===== config.mk =====
export PLATFORM = sky130hd
export DESIGN_NAME = pmss_addr_map
export DESIGN_NICKNAME = d
export VERILOG_FILES = /design/src/hw/rtl/pmss_pkg.sv /design/src/hw/rtl/pmss_addr_map.sv
export SDC_FILE = /design/constraint.sdc
export NUM_CORES = 1
export LEC_CHECK = 0
export BUFFER_PORTS_ARGS = -buffer_cell sky130_fd_sc_hd__buf_4
export CAP_MARGIN = 5
export CORE_UTILIZATION = 30
export DETAILED_ROUTE_END_ITERATION = 6
export PLACE_DENSITY_LB_ADDON = 0.2
export SLEW_MARGIN = 5
export SYNTH_ARGS = -nofsm -noshare
export SYNTH_HDL_FRONTEND = slang
export SYNTH_SLANG_ARGS = --single-unit

===== constraint.sdc =====
create_clock -name vclk -period 4
set_input_delay 0.4 -clock vclk [all_inputs]
set_output_delay 0.4 -clock vclk [all_outputs]
set_load 0.01 [all_outputs]

===== src/hw/rtl/pmss_pkg.sv =====
// pmss_pkg: shared types and address-map constants for the memory stage.
// No dependencies; imported by every module of the block.
package pmss_pkg;

  localparam logic [31:0] DATA_BASE  = 32'h1001_0000;
  localparam logic [31:0] DATA_LIMIT = 32'h1003_FFFF;
  localparam logic [31:0] STACK_TOP  = 32'h7FFF_F61C;

  typedef struct packed {
    logic [31:0] effective_address;
    logic [31:0] store_word;
    logic [4:0]  source_reg;
    logic        is_load;
    logic        is_store;
    logic        load_to_reg;
    logic        writes_reg;
    logic [4:0]  dest_reg;
    logic        is_syscall;
  } in_item_t;

  typedef struct packed {
    logic wr_en;
    logic rd_en;
  } mem_ctl_t;

endpackage


===== src/hw/rtl/pmss_addr_map.sv =====
// pmss_addr_map: maps a byte address onto the local byte store (data and stack regions).
// Depends on pmss_pkg.
module pmss_addr_map import pmss_pkg::*; #(
  parameter int unsigned MEM_BYTES  = 262144,
  parameter int unsigned STACK_SPAN = 8192,
  localparam int unsigned IDX_W     = $clog2(MEM_BYTES)
) (
  input  logic [31:0]      addr,
  output logic             hit,
  output logic [IDX_W-1:0] idx
);

  logic        in_data;
  logic        in_stack;
  logic [31:0] top_gap;
  logic [31:0] idx_full;

  always_comb begin
    top_gap  = STACK_TOP - addr;
    in_data  = (addr >= DATA_BASE) && (addr < DATA_LIMIT);
    in_stack = (addr <= STACK_TOP) && (top_gap <= 32'(STACK_SPAN));
    idx_full = in_data ? (addr - DATA_BASE) : (32'(STACK_SPAN) - top_gap);
    hit      = (in_data || in_stack) && (idx_full <= 32'(MEM_BYTES - 4));
    idx      = idx_full[IDX_W-1:0];
  end

endmodule


==> PnR_summary.wiki <==
{| class="wikitable"
! Metric !! Value
|-
| Final setup violating endpoints || 0
|-
| Final critical delay including setup and external delays || 3820 ps
|-
| Antenna-violating nets left || 0
|-
| Remaining Overflow, GRT || 0
|-
| Post-synth top area share || 9.39%
|-
| Register area share after synthesis || 0%
|-
| Largest cells by area after synthesis || sky130_fd_sc_hd__xnor2_1, sky130_fd_sc_hd__xor2_1, sky130_fd_sc_hd__nand4_1, sky130_fd_sc_hd__nand3_1, sky130_fd_sc_hd__ha_1
|-
| Tightest slew margin relative to the limit || 66.6%
|-
| Area occupied by multi-input gates || 1640 sq um
|-
| Core area || 5610 sq um
|-
| Area growth syn-to-layout || 28.7%
|-
| Number of distinct standard cells referenced by the synthesized netlist || 67
|-
| Sum Neg Setup Slack || 0 ps
|-
| Reported max-cap violation count || 0
|-
| Post-CTS Hold Buffers || 0
|-
| Power Dens Cells || 106 nW/um^2
|-
| Final HPWL from detailed placement || 5.13 mm
|-
| Sequential cell count of the final layout || 0
|-
| Run status || finished, final reports clean
|-
| I/O pin cnt || 51
|-
| Bufs and invs on worst path || 5
|-
| Peak supply drop || about 0.048 mV
|-
| Ratio of cells with drive above 1 in the final layout || 26.4%
|-
| Average wire length per cell after detail routing || 16.6 um
|-
| Final worst-path cycle share || 95.6%
|-
| Start point of the worst min-delay path || addr[0]
|-
| Vias in the first global route || 2130
|-
| Final hold slack || 1090 ps
|-
| Chip Height || 78.9 um
|-
| GPL Wtd Cong || 0.857
|-
| Crit path arrival time || between 3000 and 4000 ps
|-
| Unrepaired setup endpoints after global routing || false
|-
| Fin nets || 355
|-
| Terminating pin of the worst hold path || idx[0]
|-
| FILL cells || 618
|-
| Largest net degree at the start of global routing || 16
|-
| Average size of a mapped cell || 6.72 sq um
|-
| Count of clock-net buffers in the final layout || 0
|-
| Category of cells accounting for the largest share of critical-path delay || simple AND/OR/NAND/NOR gates
|-
| Gate count of the mapped netlist || 264
|-
| Starting utilization of the core area || 31.6%
|-
| Critical-path cell with the highest stage delay || sky130_fd_sc_hd__or4_4
|-
| Overall die area || 6220 sq um
|-
| Routed WL || between 6 and 7 mm
|-
| Initial DRT Pass Iterations || 5
|-
| Net count of the mapped netlist || 303
|-
| Launching element type of the critical path || input pin
|-
| Achievable clock frequency || approximately 0.26 GHz
|-
| Count of inserted antenna diode cells || 0
|-
| Library cell appearing most often on the critical path || sky130_fd_sc_hd__buf_4
|-
| Count of yosys warnings during synthesis || 0
|-
| Count of final hold-check violations || 0
|-
| DRC violation count after routing || 0
|-
| Max incr delay on CP || 490 ps
|-
| Static leakage || 0.873 nW
|-
| Post-Syn Area || 1770 sq um
|-
| Register Area || 0 sq um
|-
| Overall via count from detail_route || 2251
|-
| Slew of the pin with the lowest slew margin || 488 ps
|-
| Series of cell instances along the critical path || buf_4, inv_1, ha_1, nand4b_4, buf_4, nor4b_4, nand4_1, buf_4, a2111oi_4, nor2b_2, or4_4, a211oi_2, o31ai_1, a311oi_2, buf_4
|-
| CP Data Required Time || 3600 ps
|-
| Count of final max-slew check failures || 0
|-
| Initial detailed-routing violation count || 205
|-
| Global-route wire length before repair || 10.6 mm
|-
| Average via count per standard cell || 5.83
|-
| Number of I/O port buffers || between 50 and 60
|-
| Hold path cells || 2
|-
| Largest fanout on the critical path || 12
|-
| Kind of end point of the critical path || primary output
|-
| Overall routing resource usage || a little over a fifth
|-
| Kind of path behind the tightest hold check || input pin to primary output
|-
| Antenna violations before repair || 0
|-
| Rows || 27
|-
| Horizontal die dimension || 78.9 um
|-
| Worst setup path class || input pin to primary output
|-
| Cell taking the most area after synthesis || sky130_fd_sc_hd__xnor2_1
|}
synthesized netlist by cell type, types with 11 or more instances:
cell type	n
sky130_fd_sc_hd__nor2_1	19
sky130_fd_sc_hd__o21ai_0	11
sky130_fd_sc_hd__nor3_1	12
sky130_fd_sc_hd__xnor2_1	19
sky130_fd_sc_hd__nand3_1	18
sky130_fd_sc_hd__nand4_1	15
sky130_fd_sc_hd__a21oi_1	11
sky130_fd_sc_hd__inv_1	13
sky130_fd_sc_hd__xor2_1	11
sky130_fd_sc_hd__nand2_1	22
sky130_fd_sc_hd__nor4_1	12
cells by family after synthesis:
kind of cell	share of synthesized area, %
compound gates	26.3
simple gates	45.2
xor+xnor	14.8
buf+inv	7.62
fa+ha+maj	4.94
mux	1.20
worst max-delay path by stage:
| stage | startpoint | to | slack [ps] | cells after the start |
|---|---|---|---|---|
| 2_1_floorplan | addr[0] | hit | 230 | 13 |
| 3_3_place_gp | addr[0] | hit | 200 | 13 |
| 3_5_place_dp | addr[1] | hit | 100 | 13 |
| 4_1_cts | addr[1] | hit | 90 | 13 |
| 5_1_grt | addr[0] | hit | 10 | 13 |
| 6_report | addr[0] | hit | 180 | 15 |
timing repair:
action | CTS | global route
setup buffers | 0 | 8
setup endpoints to repair | 0 | 1
gates resized for setup | 0 | 1
hold endpoints to repair | 0 | 0
cell usage in the layout, fill, tap and decap left out, types with 2 or more instances in the layout:
cell                       instances
sky130_fd_sc_hd__o311a_1           2
sky130_fd_sc_hd__ha_1              7
sky130_fd_sc_hd__nor4_1           12
sky130_fd_sc_hd__buf_4            67
sky130_fd_sc_hd__xnor2_1          19
sky130_fd_sc_hd__nor3_1           12
sky130_fd_sc_hd__nand3_1          18
sky130_fd_sc_hd__a41oi_1           2
sky130_fd_sc_hd__nand2_1          22
sky130_fd_sc_hd__nor2b_1           2
sky130_fd_sc_hd__nor2_1           19
sky130_fd_sc_hd__o21a_1            2
sky130_fd_sc_hd__or4_1             2
sky130_fd_sc_hd__a31oi_1           3
sky130_fd_sc_hd__and2_1            7
sky130_fd_sc_hd__or3_1             3
sky130_fd_sc_hd__nor4b_1           5
sky130_fd_sc_hd__o21ai_0          11
sky130_fd_sc_hd__a21oi_1          11
sky130_fd_sc_hd__o221ai_1          2
sky130_fd_sc_hd__nand4_1          15
sky130_fd_sc_hd__o31ai_1           2
sky130_fd_sc_hd__o2111a_1          2
sky130_fd_sc_hd__inv_1            13
sky130_fd_sc_hd__nor3b_1           2
sky130_fd_sc_hd__and3_1            3
sky130_fd_sc_hd__a21o_1            3
sky130_fd_sc_hd__xor2_1           11
stage by stage:
step           std cells  power (W)  utilization [%]  setup WS [ps]  instance area (sq um)
2_1_floorplan        264   0.000139                -            233                   1770
3_3_place_gp         378   0.000235             39.6            197                   2220
3_5_place_dp         378   0.000235             39.6           95.3                   2220
4_1_cts              378   0.000236             39.6           86.6                   2220
5_1_grt              386   0.000266             40.7           11.8                   2280
6_report             386   0.000243             40.7            177                   2280
where the power goes:
part	internal [W]	switching, W	leakage [nW]
clock network	0	0	0
logic	0.000109	0.000134	0.873
registers	0	0	0
cell type report:
class / instances / share of cell area, %
Timing Repair Buffer: 67 / 22.0
Tap cell: 72 / 3.95
Multi-Input combinational cell: 234 / 71.9
Inverter: 13 / 2.14
routing by layer:
layer,wire (um),global-route usage (%)
met4,123,4.18
met3,406,1.15
met5,0,0
met2,3030,35.8
met1,2840,28.6
(Power assumes the default switching activity.)
